### src/design/wbps_pkg.sv
`timescale 1ns / 1ps
// ----------------------------------------------------------------------------
// wbps_pkg
// Shared widths, register indexes and item kinds for the pattern search core.
// ----------------------------------------------------------------------------
package wbps_pkg;

  localparam int MAX_NEEDLE = 32;
  localparam int WIN_IDX_W  = $clog2(MAX_NEEDLE);
  localparam int LEN_W      = 6;
  localparam int NIDX_W     = 5;
  localparam int DATA_W     = 8;
  localparam int CNT_W      = 32;
  localparam int CFG_IDX_W  = 2;
  localparam int CFG_DATA_W = 8;

  typedef logic [DATA_W-1:0]    data_t;
  typedef logic [CNT_W-1:0]     cnt_t;
  typedef logic [LEN_W-1:0]     len_t;
  typedef logic [CFG_IDX_W-1:0] cfg_idx_t;

  localparam cfg_idx_t REG_NEEDLE_LENGTH  = cfg_idx_t'(0);
  localparam cfg_idx_t REG_WILDCARD_VALUE = cfg_idx_t'(1);

  localparam logic KIND_NEEDLE   = 1'b0;
  localparam logic KIND_HAYSTACK = 1'b1;

endpackage

### src/design/wildcard_byte_pattern_search_core.sv
`timescale 1ns / 1ps
// ----------------------------------------------------------------------------
// wildcard_byte_pattern_search_core
// Streaming leftmost needle search with a wildcard byte value.
// ----------------------------------------------------------------------------
// Input channel (in_valid / in_stall): kind 0 loads needle byte needle_index,
// kind 1 streams one haystack byte; final_byte closes the current search.
// Result channel (out_valid / out_stall): one transfer per final haystack byte,
// carrying found and the offset of the leftmost match (0 when not found).
// Config channel (cfg_valid / cfg_ready): index 0 is needle_length, index 1
// is wildcard_value; cfg_ready is always high, write only while idle.
// Throughput: one input transfer per cycle while in_stall is low, needle loads
// and haystack bytes alike. A taken final byte goes into the window register,
// then through the parallel window compare into the result register.
// Stall: a held result keeps its payload; the next final byte waits in the
// window stage and in_stall rises only while that stage is blocked.
// Reset: search state cleared, needle_length 1, wildcard 0; needle bytes are
// undefined until loaded.
// ----------------------------------------------------------------------------
module wildcard_byte_pattern_search_core (
  input  logic                             clk,
  input  logic                             rst_n,
  input  logic                             in_valid,
  output logic                             in_stall,
  input  logic                             in_kind,
  input  logic [wbps_pkg::NIDX_W-1:0]      in_needle_index,
  input  logic [wbps_pkg::DATA_W-1:0]      in_data_byte,
  input  logic                             in_final_byte,
  output logic                             out_valid,
  input  logic                             out_stall,
  output logic                             out_found,
  output logic [wbps_pkg::CNT_W-1:0]       out_match_offset,
  input  logic                             cfg_valid,
  output logic                             cfg_ready,
  input  logic [wbps_pkg::CFG_IDX_W-1:0]   cfg_index,
  input  logic [wbps_pkg::CFG_DATA_W-1:0]  cfg_data
);

  wbps_pkg::data_t needle_r [wbps_pkg::MAX_NEEDLE];
  wbps_pkg::data_t window_r [wbps_pkg::MAX_NEEDLE];
  wbps_pkg::len_t  needle_length_r;
  wbps_pkg::data_t wildcard_r;
  wbps_pkg::cnt_t  count_r;
  wbps_pkg::cnt_t  count_nxt;
  logic            fresh_r;
  logic            s1_valid_r;
  logic            s1_final_r;
  logic            match_seen_r;
  logic            match_seen_nxt;
  wbps_pkg::cnt_t  first_r;
  wbps_pkg::cnt_t  first_nxt;
  logic            out_valid_r;
  logic            out_found_r;
  wbps_pkg::cnt_t  out_offset_r;

  wbps_pkg::len_t  len_use;
  logic            window_ok;
  logic            hit;
  logic            out_free;
  logic            s1_take;
  logic            in_take;

  // Clamp the configured length into 1..MAX_NEEDLE.
  always_comb begin
    if (needle_length_r == '0) begin
      len_use = wbps_pkg::len_t'(1);
    end else if (needle_length_r > wbps_pkg::len_t'(wbps_pkg::MAX_NEEDLE)) begin
      len_use = wbps_pkg::len_t'(wbps_pkg::MAX_NEEDLE);
    end else begin
      len_use = needle_length_r;
    end
  end

  // Needle byte i lines up with window entry len-1-i; entries past len pass.
  always_comb begin
    logic [wbps_pkg::WIN_IDX_W-1:0] len_m1;
    logic [wbps_pkg::WIN_IDX_W-1:0] sel;
    logic                           ok;
    len_m1 = wbps_pkg::WIN_IDX_W'(len_use - wbps_pkg::len_t'(1));
    ok     = 1'b1;
    sel    = '0;
    for (int i = 0; i < wbps_pkg::MAX_NEEDLE; i++) begin
      sel = len_m1 - wbps_pkg::WIN_IDX_W'(i);
      if (wbps_pkg::len_t'(i) < len_use) begin
        if (needle_r[i] != wildcard_r && needle_r[i] != window_r[sel]) begin
          ok = 1'b0;
        end
      end
    end
    window_ok = ok;
  end

  assign out_free = !out_valid_r || !out_stall;
  assign s1_take  = s1_valid_r && (!s1_final_r || out_free);
  assign in_stall = s1_valid_r && s1_final_r && !out_free;
  assign in_take  = in_valid && !in_stall;

  assign hit = !match_seen_r && (count_r >= wbps_pkg::CNT_W'(len_use)) && window_ok;

  always_comb begin
    match_seen_nxt = match_seen_r || hit;
    first_nxt      = hit ? (count_r - wbps_pkg::CNT_W'(len_use)) : first_r;
    // Restart the count after a final byte; saturate at the top.
    count_nxt      = fresh_r ? '0 : count_r;
    if (count_nxt != '1) begin
      count_nxt = count_nxt + wbps_pkg::cnt_t'(1);
    end
  end

  always_ff @(posedge clk) begin
    if (!rst_n) begin
      needle_length_r <= wbps_pkg::len_t'(1);
      wildcard_r      <= '0;
      count_r         <= '0;
      fresh_r         <= 1'b0;
      s1_valid_r      <= 1'b0;
      match_seen_r    <= 1'b0;
      first_r         <= '0;
      out_valid_r     <= 1'b0;
    end else begin
      if (cfg_valid) begin
        case (cfg_index)
          wbps_pkg::REG_NEEDLE_LENGTH:  needle_length_r <= cfg_data[wbps_pkg::LEN_W-1:0];
          wbps_pkg::REG_WILDCARD_VALUE: wildcard_r      <= cfg_data;
          default: ;
        endcase
      end

      if (in_take && in_kind == wbps_pkg::KIND_HAYSTACK) begin
        count_r    <= count_nxt;
        fresh_r    <= in_final_byte;
        s1_valid_r <= 1'b1;
      end else if (s1_take) begin
        s1_valid_r <= 1'b0;
      end

      if (s1_take) begin
        if (s1_final_r) begin
          match_seen_r <= 1'b0;
          first_r      <= '0;
        end else begin
          match_seen_r <= match_seen_nxt;
          first_r      <= first_nxt;
        end
      end

      if (s1_take && s1_final_r) begin
        out_valid_r <= 1'b1;
      end else if (!out_stall) begin
        out_valid_r <= 1'b0;
      end
    end
  end

  // Payload registers: needle, window, stage flag and result.
  always_ff @(posedge clk) begin
    if (in_take) begin
      if (in_kind == wbps_pkg::KIND_NEEDLE) begin
        if (int'(in_needle_index) < wbps_pkg::MAX_NEEDLE) begin
          needle_r[in_needle_index] <= in_data_byte;
        end
      end else begin
        for (int k = wbps_pkg::MAX_NEEDLE - 1; k > 0; k--) begin
          window_r[k] <= window_r[k-1];
        end
        window_r[0] <= in_data_byte;
        s1_final_r  <= in_final_byte;
      end
    end
    if (s1_take && s1_final_r) begin
      out_found_r  <= match_seen_nxt;
      out_offset_r <= match_seen_nxt ? first_nxt : '0;
    end
  end

  assign out_valid        = out_valid_r;
  assign out_found        = out_found_r;
  assign out_match_offset = out_offset_r;
  assign cfg_ready        = 1'b1;

endmodule

### config.mk
export PLATFORM = sky130hd
export DESIGN_NAME = wildcard_byte_pattern_search_core
export DESIGN_NICKNAME = d
export VERILOG_FILES = /design/src/design/wbps_pkg.sv /design/src/design/wildcard_byte_pattern_search_core.sv
export SDC_FILE = /design/constraint.sdc
export NUM_CORES = 2
export LEC_CHECK = 0
export BUFFER_PORTS_ARGS = -buffer_cell sky130_fd_sc_hd__buf_2
export CAP_MARGIN = 5
export CORE_MARGIN = 5
export CORE_UTILIZATION = 60
export CTS_CLUSTER_DIAMETER = 100
export CTS_CLUSTER_SIZE = 16
export DETAILED_ROUTE_END_ITERATION = 8
export PLACE_DENSITY = 0.76
export SLEW_MARGIN = 20
export SYNTH_ARGS = -nofsm -noshare
export SYNTH_HDL_FRONTEND = slang
export SYNTH_SLANG_ARGS = --single-unit
### constraint.sdc
create_clock -name clk -period 12.9 [get_ports clk]
set_input_delay 1.29 -clock clk [delete_from_list [all_inputs] [get_ports clk]]
set_output_delay 1.29 -clock clk [all_outputs]
set_load 0.01 [all_outputs]
# After elaboration in Yosys (flattened, before gate mapping)
# Memory sizes are Yosys's and may differ from the RTL's.
# Cells that the tools add are included.
word_totals:
  register_bits: 116
  latchBits: 0
  ramBits: 512
  rom_bits: 0
  input_bits: 30
  output_inout_bits: 36
  wordCells: 284
  n_memories: 2
memory_table:
  columns: ["name", "depth", "width", "read_ports", "rd_ports_with_merged_regs", "write_ports", "line_no", "text"]
  rows:
  - ["needle_r", 32, 8, 32, 0, 1, "wildcard_byte_pattern_search_core.sv:39", "wbps_pkg::data_t needle_r [wbps_pkg::MAX_NEEDLE];"]
  - ["window_r", 32, 8, 63, 0, 32, "wildcard_byte_pattern_search_core.sv:40", "wbps_pkg::data_t window_r [wbps_pkg::MAX_NEEDLE];"]
op_classes:
  add_sub_neg: 34
  multipliers: 0
  div: 0
  magnitude_cmp: 34
  eq_ne: 67
  shift: 0
  n_mux: 81
  n_bitwise: 0
  n_reduce_logical: 55
op_table:
  columns: ["cell", "count"]
  rows:
  - ["8-bit inequality test", 64]
  - ["32-bit two-way mux", 4]
  - ["5-bit by 6-bit < comparator with 1-bit output (first input constant)", 16]
  - ["5-bit subtractor (second input constant)", 16]
  - ["1-bit two-way mux", 75]
  - ["4-bit by 6-bit < comparator with 1-bit output (first input constant)", 8]
  - ["1-bit logical AND", 40]
  - ["5-bit by 4-bit subtractor with 5-bit output (second input constant)", 8]
  - ["32-bit by 1-bit adder with 32-bit output (second input constant)", 1]
  - ["32-bit by 6-bit greater-or-equal comparator with 1-bit output", 1]
  - ["32-bit inequality test (second input constant)", 1]
  - ["32-bit by 6-bit subtractor with 32-bit output", 1]
  - ["3-bit by 6-bit < comparator with 1-bit output (first input constant)", 4]
  - ["5-bit by 3-bit subtractor with 5-bit output (second input constant)", 4]
  - ["1-bit by 6-bit < comparator with 1-bit output (first input constant)", 2]
  - ["2-bit by 6-bit < comparator with 1-bit output (first input constant)", 2]
  - ["6-bit two-way mux", 2]
  - ["5-bit by 1-bit subtractor with 5-bit output (second input constant)", 2]
  - ["5-bit by 2-bit subtractor with 5-bit output (second input constant)", 2]
  - ["6-bit > comparator (second input constant)", 1]
  - ["1-bit zero test", 6]
  - ["6-bit zero test", 1]
  - ["2-bit AND reduction", 3]
  - ["1-bit logical OR", 3]
  - ["other kinds (4)", 4]

# Depth between registers and ports, before layout
# An unclocked memory read counts as a cell.
logic_depth:
  word_depth: 74
  mapped_depth: 31
  ltp_nobuf: 19

# Worst setup path after synthesis
# Ideal clock, no wire load.
synth_timing:
  path_kind: "input -> register"
  startpoint: "in out_stall"
  endpoint: "reg count_r[31]"
  setup_time_ns: 0.115
  arrival_time_ns: 8.118
  t_required_ns: 12.785
  path_slack_ns: 4.667
  stages: 10
  n_path_buf: 1
  cell_sequence: "nand4_1 nand3_1 inv_1 and3_1 clkbuf_1 and2_1 nand2_1 nor2_1 xnor2_1 and2_1"
synth_via:
  elab_chain_len: 7
synth_lines:
  columns: ["element", "line_no", "text"]
  rows:
  - ["start, declared", "wildcard_byte_pattern_search_core.sv:30", "input logic out_stall,"]
  - ["1-bit zero test", null, null]
  - ["1-bit logical OR", "wildcard_byte_pattern_search_core.sv:93", "assign out_free = !out_valid_r || !out_stall;"]
  - ["1-bit zero test", "wildcard_byte_pattern_search_core.sv:95", "assign in_stall = s1_valid_r && s1_final_r && !out_free;"]
  - ["1-bit logical AND", "wildcard_byte_pattern_search_core.sv:95", null]
  - ["1-bit zero test", "wildcard_byte_pattern_search_core.sv:96", "assign in_take = in_valid && !in_stall;"]
  - ["1-bit logical AND", "wildcard_byte_pattern_search_core.sv:96", null]
  - ["1-bit logical AND", "wildcard_byte_pattern_search_core.sv:129", "if (in_take && in_kind == wbps_pkg::KIND_HAYSTACK) begin"]
  - ["end signal, assigned", "wildcard_byte_pattern_search_core.sv:130", "count_r <= count_nxt;"]
  - ["end, declared", "wildcard_byte_pattern_search_core.sv:43", "wbps_pkg::cnt_t count_r;"]
# Every way passes these cells.
# A chain may end at the register's enable or synchronous reset.

# Final worst setup path
layout_timing:
  startpoint: "reg needle_length_r[5]"
  endpoint: "reg first_r[4]"
layout_via:
  elab_chain_len: 74
  word_cells_on_any_way: 203
  classes_between: "add/sub (33); order compare (34); eq/ne (32); mux (68); reduce/logical (35); memory (1)"
layout_lines:
  columns: ["element", "line_no", "text"]
  rows:
  - ["start, declared", "wildcard_byte_pattern_search_core.sv:41", "wbps_pkg::len_t needle_length_r;"]
  - ["start signal, assigned", "wildcard_byte_pattern_search_core.sv:112", "needle_length_r <= wbps_pkg::len_t'(1);"]
  - ["start signal, assigned", "wildcard_byte_pattern_search_core.sv:123", "wbps_pkg::REG_NEEDLE_LENGTH: needle_length_r <= cfg_data[wbps_pkg::LEN_W-1:0];"]
  - ["6-bit > comparator", "wildcard_byte_pattern_search_core.sv:67", "end else if (needle_length_r > wbps_pkg::len_t'(wbps_pkg::MAX_NEEDLE)) begin"]
  - ["6-bit two-way mux", "wildcard_byte_pattern_search_core.sv:67", null]
  - ["6-bit two-way mux *", "wildcard_byte_pattern_search_core.sv:65", "if (needle_length_r == '0) begin"]
  - ["parallel branches: the longest is 69 deep, another holds memory 32 x 8 bit", null, null]
  - ["32-bit two-way mux *", "wildcard_byte_pattern_search_core.sv:102", "first_nxt = hit ? (count_r - wbps_pkg::CNT_W'(len_use)) : first_r;"]
  - ["32-bit two-way mux *", "wildcard_byte_pattern_search_core.sv:138", "if (s1_final_r) begin"]
  - ["end signal, assigned", "wildcard_byte_pattern_search_core.sv:143", "first_r <= first_nxt;"]
  - ["end, declared", "wildcard_byte_pattern_search_core.sv:50", "wbps_pkg::cnt_t first_r;"]
# Mark *: on every way between the ends.

==> metrics.cfg <==
[grt]
grt_max_degree=129
grt_pass1_wl_mm=296
gr-total-overflow=0
grt_use_total_pct=46.9
grt_pass1_vias=39741
antenna_found_initial=12

[routing]
dr.first_iter.drc_count=8129
drc=0
finalWirelength_mm=213
ant_nets=0
firstDrtPassIters=8
vias=43861
wl_per_cell_um=37.3
vias_per_cell=7.69

[critical_path]
slowest_delay_ps=860
cp_max_fo=54
arrival_ps=9730
critPathLaunchType=register
critPathSlowestCell=inv_1
critPathBufInv=5
endpoint_kind=register
cp_data_required_time_ps=13380
cp_common_cell=buf_4
crit_path_cell_trace=inv_4 -> nand2_1 -> buf_4 -> ha_1 -> or3b_2 -> o311ai_2 -> nor2_2 -> buf_4 -> inv_1 -> ha_1 -> xor2_1 -> mux2i_1 -> xor2_1 -> nor4_1 -> a221oi_1 -> nor4_1 -> o2111a_1 -> nand4b_1 -> a31oi_2 -> buf_4 -> o22ai_1
critPathTopFamily=buffers and inverters
criticalPathCategory=register to register

[pwr]
vdd_drop_max_uv=131
powerDensity_nw_per_um2=112
power_leakage_nw=17.1

[yosys]
synth_top_cell_area_share_pct=33.6
ys_top_cells_by_area=edfxtp_1 (34%), mux2i_1 (7.0%), xnor2_1 (6.9%)
synth_cell_type_count=109
synthesis.area_um2=48800
syn_inst=4740
yosys.area.top_type=edfxtp_1
synth_edf_count=546
synth-seq-area-share_pct=37.0
syn_area_per_cell_um2=10.3
syn_nets=4795
synth_warnings=0
ys.flop_type=edfxtp_1
synthArstFlopShare_pct=0
synth_seq_cells=628

[clock_network]
post_cts_buffers=0
cts_hold_buf=0
clock_path_buffers=3
cts_tree=yes
root_buffer=clkbuf_16
cts-resized-gates=0
h-tree-depth=2
cts.sinks=628
insertion_delay_ps=660
numCtsBuffers=48
clkTransAtPathRegs_ps=80

[finish]
syn2layout_area_growth_pct=4.79
final_cells=5704
nFillCells=6577
final_cell_mix=edfxtp_1 (546), xnor2_1 (382), xor2_1 (372)
finalInstanceArea_um2=51100
drive_gt1_share_pct=11.5
fin_nets=4654
final_common_cell=edfxtp_1

[sta]
finalSetupTns_ps=0
worst_slew_pin_slew_ps=1480
fin_crit_ps=9250
slew_viol_final=0
grt_setup_unrepaired=no
fin_skew_ps=48.3
hold_ws_ps=471
setup_violations=0
timing_hold_violations_final=0
setup_ws_ps=3650
period_share_pct=71.7
fmax_mhz=108
slew_headroom_pct=0.366

[place]
postPlaceCellArea_um2=49600
dp_slack_ps=4150
placedCellCount=5605
port_buffers=64
place.gp.congestion=1.19
hpwlAfterDp_mm=151

[status]
outcome=finished with violations
failed_checks=max-capacitance violations

[min_path]
min_path_type=register to register

[run]
maxCapViolations=1

[die]
fp.dieH_um=295
die_w_um=295
num_rows=104
start_util_pct=60.6
core_um2=80500
die_area_um2=87100
pin_count=66

per-stage QoR:
step	util (%)	power (mW)
3_5_place_dp	61.6	4.12
2_1_floorplan	-	3.52
3_3_place_gp	61.5	4.10
6_report	63.5	5.73
5_1_grt	63.4	5.82
4_1_cts	63.4	5.60
worst paths after layout:
check,endpoint,from,slack (ps),depth (start not counted)
worst max-delay path,first_r[4]$_SDFFE_PN0P_,needle_length_r[5]$_SDFFE_PN0P_,3650,21
worst min-delay path,first_r[11]$_SDFFE_PN0P_,first_r[11]$_SDFFE_PN0P_,470,2
worst max register to register,first_r[4]$_SDFFE_PN0P_,needle_length_r[5]$_SDFFE_PN0P_,3650,21
worst min register to register,first_r[11]$_SDFFE_PN0P_,first_r[11]$_SDFFE_PN0P_,470,2
worst min-delay path: stages (launching register included):
cell     delay [ps]
dfxtp_1         310
inv_1            40
o22ai_1          70
synthesized netlist by cell type, types with 22 or more instances:
cell type and count:
inv_1 100, nand4_1 72, nor4_1 100, buf_4 28, xor2_1 372, a32oi_1 30, o21ai_0 156, nand2b_1 36
clkbuf_1 156, o221ai_1 32, and3_1 24, buf_6 30, o32a_1 66, and2_1 44, buf_2 113, dfxtp_1 82
a21oi_1 159, nor2b_1 64, a31oi_1 26, mux4_2 124, nor2_1 188, a2bb2oi_1 51, o22ai_1 81, mux2i_1 342
nor4b_1 31, nand2_1 238, a211oi_1 38, a211o_1 35, a22oi_1 30, nor3_1 162, buf_1 41, or3_1 105
ha_1 24, nand3_1 99, o211ai_1 134, mux2_2 66, edfxtp_1 546, xnor2_1 382, o22a_1 22, o2111ai_1 33
layer usage:
layer | vias to the layer above | routed length [um] | GRT usage, %
li1 | 17971 | - | -
met1 | 21003 | 71700 | 57.8
met2 | 3864 | 83300 | 64.6
met3 | 1019 | 34200 | 19.8
met4 | 4 | 23300 | 36.8
met5 | - | 29 | 0
area by class of cell:
class,instances,area (um^2),share of cell area [%]
clock inverters,9,114,0.223
inverters,106,408,0.798
multi-input cells,3638,28600,56.0
diodes,17,42.5,0.0832
flip-flops and latches,628,18100,35.3
repair buffers,177,1220,2.39
clock buffers,69,1330,2.59
well taps,1060,1330,2.59
registers in the layout, indices dropped and copies added, names as in the netlist, 6 cells and up:
register,count
needle_length_r,6
needle_r,256
out_match_offset,32
count_r,32
first_r,32
window_r,256
wildcard_r,8
report_power, final:
group / switching [mW] / internal, mW
registers: 0.0765 / 2.25
clock network: 0.791 / 0.740
logic: 1.21 / 0.659
total: 2.08 / 3.65
cell families (layout without fill, tap and decap cells):
| logic type | Yosys count | in the layout | share of synthesized area [%] |
|---|---|---|---|
| XOR/XNOR | 755 | 755 | 13.6 |
| other | 1 | 18 | 0.00768 |
| flip-flops | 628 | 628 | 37.0 |
| AO/OA/AOI/OAI | 1095 | 1095 | 16.5 |
| multiplexers | 532 | 532 | 14.3 |
| buffers and inverters | 474 | 361 | 4.61 |
| AND/OR/NAND/NOR | 1230 | 1230 | 13.4 |
| adder cells (fa/ha/maj) | 25 | 25 | 0.656 |
(Power assumes the default switching activity.)
